--- src/rtl/bat_pkg.sv ---
// shared types and constants for the breakpoint address table
// no dependencies; used by bat_cell and breakpoint_address_table_top
package bat_pkg;

  localparam int unsigned ADDR_W          = 16;
  localparam int unsigned OP_W            = 2;
  localparam int unsigned STATUS_W        = 2;
  localparam int unsigned CNT_OUT_W       = 5;
  localparam int unsigned MAX_ENTRIES_DEF = 16;
  localparam int unsigned IN_TDATA_W      = 24;
  localparam int unsigned OUT_TDATA_W     = 16;

  typedef enum logic [OP_W-1:0] {
    OP_ADD   = 2'd0,
    OP_CLEAR = 2'd1,
    OP_CHECK = 2'd2
  } op_e;

  typedef enum logic [STATUS_W-1:0] {
    ST_OK        = 2'd0,
    ST_FULL      = 2'd1,
    ST_PRESENT   = 2'd2,
    ST_NOT_FOUND = 2'd3
  } status_e;

  typedef struct packed {
    logic              add;
    logic              clr;
    logic [ADDR_W-1:0] key;
  } cell_cmd_t;

endpackage

--- src/rtl/bat_cell.sv ---
// one slot of the breakpoint table: address register, comparator, shift link
// depends on bat_pkg
module bat_cell #(
  parameter int unsigned CNT_W = 5,
  parameter int unsigned IDX   = 0
) (
  input  logic                      clk_i,
  input  bat_pkg::cell_cmd_t        cmd_i,
  input  logic [CNT_W-1:0]          count_i,
  input  logic                      seen_i,
  input  logic [bat_pkg::ADDR_W-1:0] next_addr_i,
  output logic                      seen_o,
  output logic [bat_pkg::ADDR_W-1:0] addr_o
);
  import bat_pkg::*;

  logic [ADDR_W-1:0] addr_q, addr_d;
  logic              valid;
  logic              hit;

  assign valid  = CNT_W'(IDX) < count_i;
  assign hit    = valid && (addr_q == cmd_i.key);
  assign seen_o = seen_i | hit;
  assign addr_o = addr_q;

  always_comb begin
    addr_d = addr_q;
    if (cmd_i.add && (CNT_W'(IDX) == count_i)) begin
      addr_d = cmd_i.key;
    end else if (cmd_i.clr && seen_o && valid) begin
      addr_d = next_addr_i;
    end
  end

  always_ff @(posedge clk_i) begin
    addr_q <= addr_d;
  end

endmodule

--- src/rtl/breakpoint_address_table_top.sv ---
// breakpoint address table top: row of bat_cell slots, entry count, result register
// depends on bat_pkg and bat_cell
//
// usage: items enter on the s_axis group (operation, address) and one result
// item per input leaves on the m_axis group (status, hit, entry_count,
// added_slot). every slot compares its address in parallel and a match flag
// ripples down the row of cells, so an item is decided in the cycle it is
// accepted and its result appears in the output register in the next cycle.
// throughput is one item per cycle while the receiver takes results; a clear
// shifts every later slot down by one from its neighbor in the same cycle.
// when the receiver stalls, the result waits in the output register and the
// input is held off until that result is taken or taken in the same cycle.
// reset empties the table (entry count zero) and drops any pending result;
// slot contents are not cleared since only slots below the count are compared.
module breakpoint_address_table_top #(
  parameter int unsigned MAX_ENTRIES = bat_pkg::MAX_ENTRIES_DEF
) (
  input  logic                               clk_i,
  input  logic                               rst_ni,
  input  logic                               s_axis_tvalid_i,
  output logic                               s_axis_tready_o,
  // operation [1:0], address [17:2], zero [23:18]
  input  logic [bat_pkg::IN_TDATA_W-1:0]     s_axis_tdata_i,
  output logic                               m_axis_tvalid_o,
  input  logic                               m_axis_tready_i,
  // status [1:0], hit [2], entry_count [7:3], added_slot [12:8], zero [15:13]
  output logic [bat_pkg::OUT_TDATA_W-1:0]    m_axis_tdata_o
);
  import bat_pkg::*;

  localparam int unsigned CNT_W = $clog2(MAX_ENTRIES + 1);

  logic                   in_acc;
  logic [OP_W-1:0]        op_raw;
  logic [ADDR_W-1:0]      key;
  logic [CNT_W-1:0]       count_q, count_d;
  logic                   full, found;
  logic                   add_ok, clr_ok;
  cell_cmd_t              cmd;
  logic [MAX_ENTRIES:0]   seen;
  logic [ADDR_W-1:0]      addrs [MAX_ENTRIES];
  status_e                status;
  logic                   hit;
  logic [CNT_OUT_W-1:0]   slot;
  logic                   out_valid_q;
  logic [OUT_TDATA_W-1:0] out_data_q;

  assign s_axis_tready_o = !out_valid_q || m_axis_tready_i;
  assign in_acc          = s_axis_tvalid_i && s_axis_tready_o;
  assign op_raw          = s_axis_tdata_i[OP_W-1:0];
  assign key             = s_axis_tdata_i[OP_W +: ADDR_W];

  assign full  = count_q >= CNT_W'(MAX_ENTRIES);
  assign found = seen[MAX_ENTRIES];

  assign seen[0] = 1'b0;

  generate
    for (genvar j = 0; j < MAX_ENTRIES; j++) begin : g_cell
      logic [ADDR_W-1:0] nbr;
      if (j + 1 < MAX_ENTRIES) begin : g_mid
        assign nbr = addrs[j+1];
      end else begin : g_end
        assign nbr = addrs[j];
      end
      bat_cell #(
        .CNT_W (CNT_W),
        .IDX   (j)
      ) u_cell (
        .clk_i       (clk_i),
        .cmd_i       (cmd),
        .count_i     (count_q),
        .seen_i      (seen[j]),
        .next_addr_i (nbr),
        .seen_o      (seen[j+1]),
        .addr_o      (addrs[j])
      );
    end
  endgenerate

  always_comb begin
    status  = ST_OK;
    hit     = 1'b0;
    slot    = '0;
    add_ok  = 1'b0;
    clr_ok  = 1'b0;
    count_d = count_q;
    case (op_raw)
      OP_ADD: begin
        if (full) begin
          status = ST_FULL;
        end else if (found) begin
          status = ST_PRESENT;
        end else begin
          add_ok  = in_acc;
          slot    = CNT_OUT_W'(count_q + 1'b1);
        end
      end
      OP_CLEAR: begin
        if (found) begin
          clr_ok = in_acc;
        end else begin
          status = ST_NOT_FOUND;
        end
      end
      OP_CHECK: begin
        hit = found;
      end
      default: begin
        status = ST_OK;
      end
    endcase
    if (add_ok) begin
      count_d = count_q + 1'b1;
    end else if (clr_ok) begin
      count_d = count_q - 1'b1;
    end
  end

  assign cmd.add = add_ok;
  assign cmd.clr = clr_ok;
  assign cmd.key = key;

  always_ff @(posedge clk_i or negedge rst_ni) begin
    if (!rst_ni) begin
      count_q     <= '0;
      out_valid_q <= 1'b0;
    end else begin
      count_q <= count_d;
      if (in_acc) begin
        out_valid_q <= 1'b1;
      end else if (m_axis_tready_i) begin
        out_valid_q <= 1'b0;
      end
    end
  end

  always_ff @(posedge clk_i) begin
    if (in_acc) begin
      out_data_q <= {3'b000, slot, CNT_OUT_W'(count_d), hit, status};
    end
  end

  assign m_axis_tvalid_o = out_valid_q;
  assign m_axis_tdata_o  = out_data_q;

  a_count_bound: assert property (@(posedge clk_i) disable iff (!rst_ni)
    count_q <= CNT_W'(MAX_ENTRIES))
    else $error("entry count above table size");

  a_count_idle: assert property (@(posedge clk_i) disable iff (!rst_ni)
    !in_acc |=> $stable(count_q))
    else $error("entry count changed without an item");

  a_add_grows: assert property (@(posedge clk_i) disable iff (!rst_ni)
    add_ok |=> count_q == $past(count_q) + 1'b1)
    else $error("successful add did not grow the table");

  a_clear_shrinks: assert property (@(posedge clk_i) disable iff (!rst_ni)
    clr_ok |=> count_q == $past(count_q) - 1'b1)
    else $error("successful clear did not shrink the table");

  a_stall_holds_input: assert property (@(posedge clk_i) disable iff (!rst_ni)
    !s_axis_tready_o |-> out_valid_q && !m_axis_tready_i)
    else $error("input held off without a stalled result");

endmodule

--- config.mk ---
export PLATFORM = sky130hd
export DESIGN_NAME = breakpoint_address_table_top
export DESIGN_NICKNAME = d
export VERILOG_FILES = /design/src/rtl/bat_pkg.sv /design/src/rtl/bat_cell.sv /design/src/rtl/breakpoint_address_table_top.sv
export SDC_FILE = /design/constraint.sdc
export NUM_CORES = 1
export LEC_CHECK = 0
export BUFFER_PORTS_ARGS = -buffer_cell sky130_fd_sc_hd__buf_2
export CORE_MARGIN = 3
export CORE_UTILIZATION = 40
export DETAILED_ROUTE_END_ITERATION = 7
export GPL_TIMING_DRIVEN = 1
export SYNTH_ARGS = -nofsm -noshare
export SYNTH_HDL_FRONTEND = slang
export SYNTH_HIERARCHICAL = 1
export SYNTH_SLANG_ARGS = --single-unit
--- constraint.sdc ---
create_clock -name clk_i -period 10.25 [get_ports clk_i]
set_clock_uncertainty 0.1 [all_clocks]
set_input_delay 0.5125 -clock clk_i [delete_from_list [all_inputs] [get_ports clk_i]]
set_output_delay 0.5125 -clock clk_i [all_outputs]
set_load 0.03 [all_outputs]
==> flow_summary.json, run 1 <==
{
  "synthFlopType": "edfxtp_1",
  "dieHeight_microns": 206.0,
  "synth.distinct_cells": 72,
  "critPathSlowestCell": "or3_1",
  "cp_data_required_time_ps": 10360,
  "slew_headroom_pct": 34.95,
  "clk_path_buf_depth": 3,
  "fp.coreArea_sq_mm": 0.03910,
  "timing.final.hold_violations": 0,
  "synth.area.top_cells": "edfxtp_1 50%, mux2_4 12%, mux2_2 8.9%",
  "ys_warn_count": 6,
  "power_density_mw_per_mm2": 159.9,
  "vias_per_cell": 5.226,
  "fp.dieW_microns": 206.0,
  "vdd_drop_max_mv": 0.1209,
  "cts_sinks": 275,
  "yosysMostFrequentCell": "edfxtp_1",
  "critPathMaxStageDelay_ps": 690,
  "ctsRootBufferMaster": "clkbuf_16",
  "rows": 72,
  "cts_made_buffers": 34,
  "routed_wirelength_mm": 35.34,
  "first_pass_iters": 5,
  "clk_latency_ps": 520,
  "wl_per_cell_microns": 20.92,
  "rsz0062_at_grt": "false",
  "setup_viol": 0,
  "cts_tree": "done",
  "finalCritPeriodShare_pct": 75.27,
  "synth_cells": 1060,
  "postSynthRegisterBits": 275,
  "async_flop_share_pct": 2.182,
  "vias": 8827,
  "finalCriticalPeriod_ps": 7715,
  "placed_cell_area_sq_mm": 0.01678,
  "yosys.area.top_type": "edfxtp_1",
  "grt_use_total_pct": 16.73,
  "io_pins": 46,
  "routabilityCongestion": 0.7858,
  "maxSlewViolCount": 0,
  "clk_pin_slew_ps": 60,
  "h-tree-depth": 2,
  "drive_gt1_share_pct": 35.27,
  "yosys.area.top_type_share_pct": 50.49,
  "port-buffer-count": 36,
  "syn_area_sq_mm": 0.01600,
  "status": "finished, final reports clean",
  "cp_common_cell": "o21bai_1",
  "p_leak_nw": 6.344,
  "synth_seq_area_share_pct": 51.43,
  "drv_cap": 0,
  "tightest_slew_ps": 972.6,
  "drtAntennaViolNets": 0,
  "drc_errors": 0,
  "critPathCaptureType": "flip-flop",
  "crit_fanout": 30,
  "hold_depth": 2,
  "drt_iter0_drc": 527,
  "place_hpwl_mm": 24.32,
  "critical_path_class": "flip-flop to flip-flop",
  "worst_setup_path_start_kind": "flip-flop",
  "r2r_cells": 31,
  "grt_pass1_wl_mm": 54.78,
  "cts_resized": 0,
  "syn_area_per_cell_sq_um": 15.09,
  "utilization_pct": 45.48,
  "dieArea_sq_mm": 0.04243,
  "fmax_mhz": 129.6,
  "grt_pass1_vias": 9171,
  "stdcell_area_sq_mm": 0.01778,
  "yosys-top-cells-count": "269 x edfxtp_1, 161 x xor2_1, 127 x mux2_2",
  "min_path_type": "primary input to flip-flop",
  "fin_tns_setup_ps": 0,
  "overflow": 0,
  "num_antenna_cells": 0,
  "grt_max_degree": 37,
  "crit_arrival_ps": 7820,
  "start_util_pct": 40.92,
  "syn2layout_area_growth_pct": 11.15,
  "nets": 1179,
  "antenna_found_initial": 1,
  "synth_edf_count": 269,
  "hold_ws_ps": 171.7
}
[worst max-delay path, delay by kind of cell, from the launching register on]
family,cells,cell delay [ps]
and+or+nand+nor,11,2800
buffers and inverters,5,1130
DFF,1,350
AOI/OAI and AO/OA,15,3000
[state kept, by name, summed over array words and instances, names as in the netlist]
name / flops
m_axis_tvalid_o: 1
g_cell.u_cell/addr_o: 256
m_axis_tdata_o: 13
count_q: 5
[per-layer routing]
| layer | vias up | track usage (%) | part of all wire (%) |
|---|---|---|---|
| met3 | 52 | 2.441 | 3.8 |
| met2 | 151 | 27.28 | 47 |
| met4 | 0 | 4.994 | 2.3 |
| li1 | 4213 | - | - |
| met5 | - | 0 | 0 |
| met1 | 4411 | 23.26 | 47 |
[cell usage in the layout, fill, tap and decap left out, drive strengths merged, types with 5 or more instances in the layout]
master	instances
nor4	41
a21oi	11
o21ai	7
o21bai	8
clkbuf	41
inv	10
conb	5
xnor2	101
nand2	13
edfxtp	269
nand4	32
a31oi	7
dfrtp	6
a21o	7
nand3	15
clkinv	16
mux2	256
or3	5
nand2b	10
nor2	20
nor3	13
nand4b	6
xor2	161
buf	68
[where the power goes]
| group | internal (mW) | total, mW | leakage [nW] | switching, mW |
|---|---|---|---|---|
| combinational | 0.161 | 0.450 | 3.36 | 0.289 |
| sequential | 1.26 | 1.31 | 2.50 | 0.0429 |
| clock | 0.624 | 1.09 | 0.486 | 0.462 |
| total | 2.05 | 2.84 | 6.34 | 0.794 |
[through the flow]
| stage | cells | setup slack (ps) | total power, mW |
|---|---|---|---|
| after floorplan | 1064 | 2311 | 1.627 |
| after global placement | 1629 | 2593 | 1.777 |
| after detailed placement | 1629 | 2514 | 1.783 |
| after CTS | 1689 | 2501 | 2.881 |
| after global routing | 1689 | 2045 | 2.963 |
| final | 1689 | 2535 | 2.843 |
[kinds of logic (layout without fill, tap and decap cells)]
kind of cell | count (synthesis) | in the layout | share of synthesized area (%)
flip-flops | 275 | 275 | 51.43
XOR/XNOR | 262 | 262 | 14.34
multiplexers | 256 | 256 | 20.95
AND/OR/NAND/NOR | 171 | 171 | 8.095
AO/OA/AOI/OAI | 61 | 61 | 2.761
buffers and inverters | 31 | 138 | 2.159
adder cells (fa/ha/maj) | 3 | 3 | 0.2347
other | 1 | 5 | 0.02344
[area by class of cell]
cell class	count	area [sq um]
sequential	275	8229
clock buffer	41	898.4
inverter	10	37.54
tap	518	648.1
timing repair buffer	69	430.4
fill	3516	21320
clock inverter	18	93.84
multi-input combinational	758	7445
[worst paths after layout]
check	end	slack [ps]	start
max in group asynchronous	count_q[4]	9630	rst_ni
min	m_axis_tvalid_o	170	s_axis_tvalid_i
max reg2reg	g_cell[10].u_cell/addr_o[5]	2530	count_q[2]
max	g_cell[10].u_cell/addr_o[5]	2530	count_q[2]
min reg2reg	g_cell[2].u_cell/addr_o[3]	500	g_cell[3].u_cell/addr_o[3]
min in group asynchronous	m_axis_tvalid_o	250	rst_ni
[timing repair]
action,CTS,global route
endpoints found under the setup margin,0,0
setup buffers,0,0
endpoints found under the hold margin,6,0
hold buffers,1,0
Power figures use the tool's default switching activity.
==> run 2, diff against run 1 <==
clock period = 7.97 ns   (was 10.25 ns; I/O delays follow)
==> run 2 against run 1 <==
Global-route usage grew 0.46 points. Sequential share of layout area shrank 0.15 points. Non-clock buffer count grew 12. Flip-flop and latch count is the same. Register-to-register slack lost 1800 ps. Final cell count grew 0.59%. Clock-buffer cell count shrank 8. Power grew 28%. Setup slack lost 1800 ps. Maximum frequency grew 6.3%. Critical path depth shrank 2. Via count grew 0.66%. Largest power group unchanged.
==> flow_summary.json, run 2 (synthesized netlist as in run 1, its figures left out) <==
{
  "min_path_type": "primary input to asynchronous set/reset pin",
  "layout_common_cells": "269 x edfxtp_1, 161 x xor2_1, 127 x mux2_2",
  "fin_tns_setup_ps": 0,
  "crit_arrival_ps": 7410,
  "cts_tree": "done",
  "multi_input_area_sq_mm": 0.007445,
  "grt_pass1_vias": 9256,
  "wl_per_cell_microns": 21.39,
  "worstReg2RegStart": "count_q[3]",
  "grt_pass1_wl_mm": 56.13,
  "setup_viol": 0,
  "antenna_found_initial": 1,
  "grt_max_degree": 32,
  "clk_pin_slew_ps": 60,
  "fmax_mhz": 137.8,
  "timing.final.hold_violations": 0,
  "fp.dieW_microns": 206.0,
  "critPathSlowestCell": "or3_1",
  "place_hpwl_mm": 25.08,
  "hold_ws_ps": 87.35,
  "start_util_pct": 40.92,
  "stdcell_area_sq_mm": 0.01784,
  "power_density_mw_per_mm2": 203.5,
  "p_leak_nw": 6.391,
  "clk_path_buf_depth": 3,
  "worst_setup_path_start_kind": "flip-flop",
  "h-tree-depth": 1,
  "n_fill_cell": 3476,
  "p_clk_share_pct": 37.6,
  "grt_use_total_pct": 17.19,
  "overflow": 0,
  "fin_cells": 1699,
  "rr_endpoint": "g_cell[10].u_cell/addr_o[12]",
  "cp.depth": 29,
  "pwr-share-comb_pct": 16.5,
  "rows": 72,
  "dieHeight_microns": 206.0,
  "placed_cell_area_sq_mm": 0.01686,
  "critPathMaxStageDelay_ps": 700,
  "drive_gt1_share_pct": 35.31,
  "vias_per_cell": 5.230,
  "first_pass_iters": 5,
  "cts_setup_buffers": 0,
  "r2r_cells": 29,
  "finalCritPeriodShare_pct": 91.03,
  "tightest_slew_ps": 909.9,
  "largest_reg_flops": 256,
  "ff2ff_setup_slack_ps": 720,
  "finalCriticalPeriod_ps": 7255,
  "vias": 8885,
  "cts_made_buffers": 31,
  "routabilityCongestion": 0.7533,
  "routed_wirelength_mm": 36.35,
  "dieArea_sq_mm": 0.04243,
  "slew_headroom_pct": 39.34,
  "critPathCaptureType": "flip-flop",
  "drtAntennaViolNets": 0,
  "port-buffer-count": 36,
  "cp_data_required_time_ps": 8120,
  "nets": 1188,
  "crit_family": "compound AO/OA/AOI/OAI gates",
  "crit_fanout": 18,
  "utilization_pct": 45.63,
  "drv_cap": 0,
  "fin_ws_ps": 715.1,
  "placed_cells": 1640,
  "num_antenna_cells": 0,
  "clk_latency_ps": 560,
  "place_ws_ps": 725.0,
  "power_mw": 3.631,
  "cts_sinks": 275,
  "maxSlewViolCount": 0,
  "status": "finished, final reports clean",
  "critical_path_class": "flip-flop to flip-flop",
  "drc_errors": 0,
  "p_sw_mw": 0.9975,
  "ctsRootBufferMaster": "clkbuf_16",
  "cp_common_cell": "o21bai_1",
  "drt_iter0_drc": 450,
  "vdd_drop_max_mv": 0.1473,
  "syn2layout_area_growth_pct": 11.52,
  "swShare_pct": 27.47,
  "crit_start": "count_q[3]",
  "fp.coreArea_sq_mm": 0.03910,
  "io_pins": 46,
  "rsz0062_at_grt": "false",
  "p_int_mw": 2.634,
  "final_common_cell": "edfxtp_1",
  "cp-endpoint": "g_cell[10].u_cell/addr_o[12]",
  "seqCellArea_sq_mm": 0.008229,
  "p_seq_share_pct": 46.0,
  "critPathBufInv": 3
}
-- run 2: repair_timing --
item / in CTS / in global routing
resized for setup: 0 / 0
endpoints found under the hold margin: 7 / 0
hold buffers: 2 / 0
-- run 2: power groups by stage --
stage,Combinational [mW],Sequential [mW],Clock [mW]
floorplan,0.303,1.79,0
global placement,0.591,1.70,0
detailed placement,0.598,1.70,0
CTS,0.601,1.67,1.41
global route,0.648,1.67,1.46
finish,0.598,1.67,1.36
-- run 2: worst min path at each step --
stage	end	slack (ps)	cells after the start
after floorplan	count_q[0]	3	0
after CTS	count_q[0]	60	2
after detailed placement	m_axis_tvalid_o	130	1
after global placement	m_axis_tvalid_o	130	1
final	count_q[0]	90	2
after global routing	m_axis_tdata_o[1]	70	2
-- run 2: cell type report --
| type | count | area share, % |
|---|---|---|
| clock buffers | 33 | 4.390 |
| clock inverters | 24 | 0.9818 |
| inverters | 10 | 0.2104 |
| multi-input cells | 758 | 41.73 |
| flip-flops and latches | 275 | 46.13 |
| well taps | 518 | 3.633 |
| repair buffers | 81 | 2.931 |
-- run 2: metal layers --
layer / routed length (microns) / GRT usage (%) / vias to the layer above
li1: - / - / 4220
met1: 17030 / 23.71 / 4481
met2: 17260 / 28.76 / 133
met3: 1154 / 2.315 / 51
met4: 903 / 4.388 / 0
met5: 0 / 0 / -
==> run 3, diff against run 2 <==
CORE_UTILIZATION = 60   (was 40)
PLACE_DENSITY = 0.77   (was unset)
==> run 3 against run 2 <==
Wire length decreased by 6.4%. Register-to-register slack got worse by 40 ps. Combinational power increased by 1%. Die area decreased by 32%. First-iteration DRC count increased by 48%. Utilization increased by 22 points. Non-clock buffer count decreased by 4. Clock power about the same. Flip-flop and latch count unchanged. Critical path depth unchanged. Largest power group unchanged.
==> flow_summary.json, run 3 (synthesized netlist as in run 1, its figures left out) <==
{
  "place_ws_ps": 756.2,
  "syn2layout_area_growth_pct": 9.870,
  "critPathSlowestCell": "or3_1",
  "io_pins": 46,
  "fp.coreArea_sq_mm": 0.02613,
  "grt_pass1_vias": 9270,
  "h-tree-depth": 1,
  "finalCritPeriodShare_pct": 91.56,
  "clk_latency_ps": 560,
  "critPathMaxStageDelay_ps": 700,
  "cts_sinks": 275,
  "clk_pin_slew_ps": 60,
  "rows": 59,
  "routed_wirelength_mm": 34.02,
  "drt_iter0_drc": 667,
  "placed_cells": 1453,
  "ctsRootBufferMaster": "clkbuf_16",
  "maxSlewViolCount": 0,
  "ff2ff_setup_slack_ps": 670,
  "antenna_found_initial": 1,
  "nets": 1183,
  "status": "finished, final reports clean",
  "layout_common_cells": "269 x edfxtp_1, 161 x xor2_1, 127 x mux2_2",
  "tightest_slew_ps": 968.2,
  "drtAntennaViolNets": 0,
  "fin_ws_ps": 672.5,
  "worstReg2RegStart": "count_q[3]",
  "clk_path_buf_depth": 3,
  "crit_start": "count_q[3]",
  "largest_reg_flops": 256,
  "cp_common_cell": "o21bai_1",
  "place_hpwl_mm": 23.49,
  "fin_cells": 1508,
  "overflow": 0,
  "cts_tree": "done",
  "cp_data_required_time_ps": 8120,
  "slew_headroom_pct": 35.45,
  "routabilityCongestion": 0.8367,
  "crit_family": "compound AO/OA/AOI/OAI gates",
  "drive_gt1_share_pct": 35.55,
  "grt_max_degree": 32,
  "vdd_drop_max_mv": 0.1825,
  "cts_made_buffers": 30,
  "first_pass_iters": 5,
  "r2r_cells": 29,
  "dieArea_sq_mm": 0.02866,
  "drv_cap": 0,
  "min_path_type": "primary input to flip-flop",
  "num_antenna_cells": 0,
  "rsz0062_at_grt": "false",
  "p_leak_nw": 6.367,
  "vias": 8995,
  "finalCriticalPeriod_ps": 7298,
  "cts_resized": 0,
  "crit_fanout": 18,
  "crit_arrival_ps": 7450,
  "rr_endpoint": "g_cell[10].u_cell/addr_o[5]",
  "grt_use_total_pct": 23.75,
  "cp-endpoint": "g_cell[10].u_cell/addr_o[5]",
  "critical_path_class": "flip-flop to flip-flop",
  "power_density_mw_per_mm2": 204.8,
  "port-buffer-count": 36,
  "cp.depth": 29,
  "setup_viol": 0,
  "n_fill_cell": 1881,
  "final_common_cell": "edfxtp_1",
  "critPathBufInv": 3,
  "fmax_mhz": 137.0,
  "timing.final.hold_violations": 0,
  "critPathCaptureType": "flip-flop",
  "grt_pass1_wl_mm": 53.28,
  "start_util_pct": 61.22,
  "fin_tns_setup_ps": 0,
  "vias_per_cell": 5.965,
  "power_mw": 3.599,
  "wl_per_cell_microns": 22.56,
  "fp.dieW_microns": 169.3,
  "worst_setup_path_start_kind": "flip-flop",
  "drc_errors": 0,
  "dieHeight_microns": 169.3
}
run 3: routing by layer:
metal | GRT usage (%) | up-vias | share of wire (%) | routed length (microns)
met1 | 32.89 | 4510 | 44 | 15010
met5 | 0 | - | 0 | 0
met3 | 3.168 | 61 | 4.5 | 1547
li1 | - | 4216 | - | -
met4 | 6.046 | 0 | 2.4 | 829
met2 | 40.10 | 208 | 49 | 16630
run 3: layout make-up:
cell class,count,area [sq um],area share (%)
flip-flops and latches,275,8228,46.81
well taps,335,419.2,2.385
inverters,10,37.54,0.2136
repair buffers,77,493.0,2.805
clock inverters,12,82.58,0.4698
clock buffers,41,863.3,4.912
multi-input cells,758,7453,42.40
run 3: where the power goes:
part	switching [mW]	internal, mW	leakage (nW)	total [mW]
registers	0.0352	1.63	2.50	1.66
logic	0.394	0.211	3.39	0.605
clock network	0.552	0.781	0.468	1.33
total	0.981	2.62	6.37	3.60
run 3: metrics by stage:
step / instance area, sq um / hold slack [ps] / util, %
floorplan: 16010 / 2.909 / -
global placement: 16600 / 128.1 / 63.53
detailed placement: 16600 / 131.8 / 63.53
CTS: 17570 / 70.31 / 67.23
global route: 17580 / 89.79 / 67.26
finish: 17580 / 88.43 / 67.26
run 3: worst min path at each step:
stage	cells past startpoint	slack, ps	endpoint	start
final	2	90	m_axis_tdata_o[0]	s_axis_tdata_i[1]
after global routing	2	90	m_axis_tdata_o[0]	s_axis_tdata_i[1]
after CTS	2	70	m_axis_tdata_o[0]	s_axis_tdata_i[1]
after detailed placement	1	130	count_q[4]	rst_ni
after global placement	1	130	m_axis_tvalid_o	rst_ni
after floorplan	0	3	count_q[0]	rst_ni
run 3: what timing repair did:
item	in CTS	in global routing
hold buffers	2	0
buffers inserted	0	0
endpoints found under the hold margin	7	0
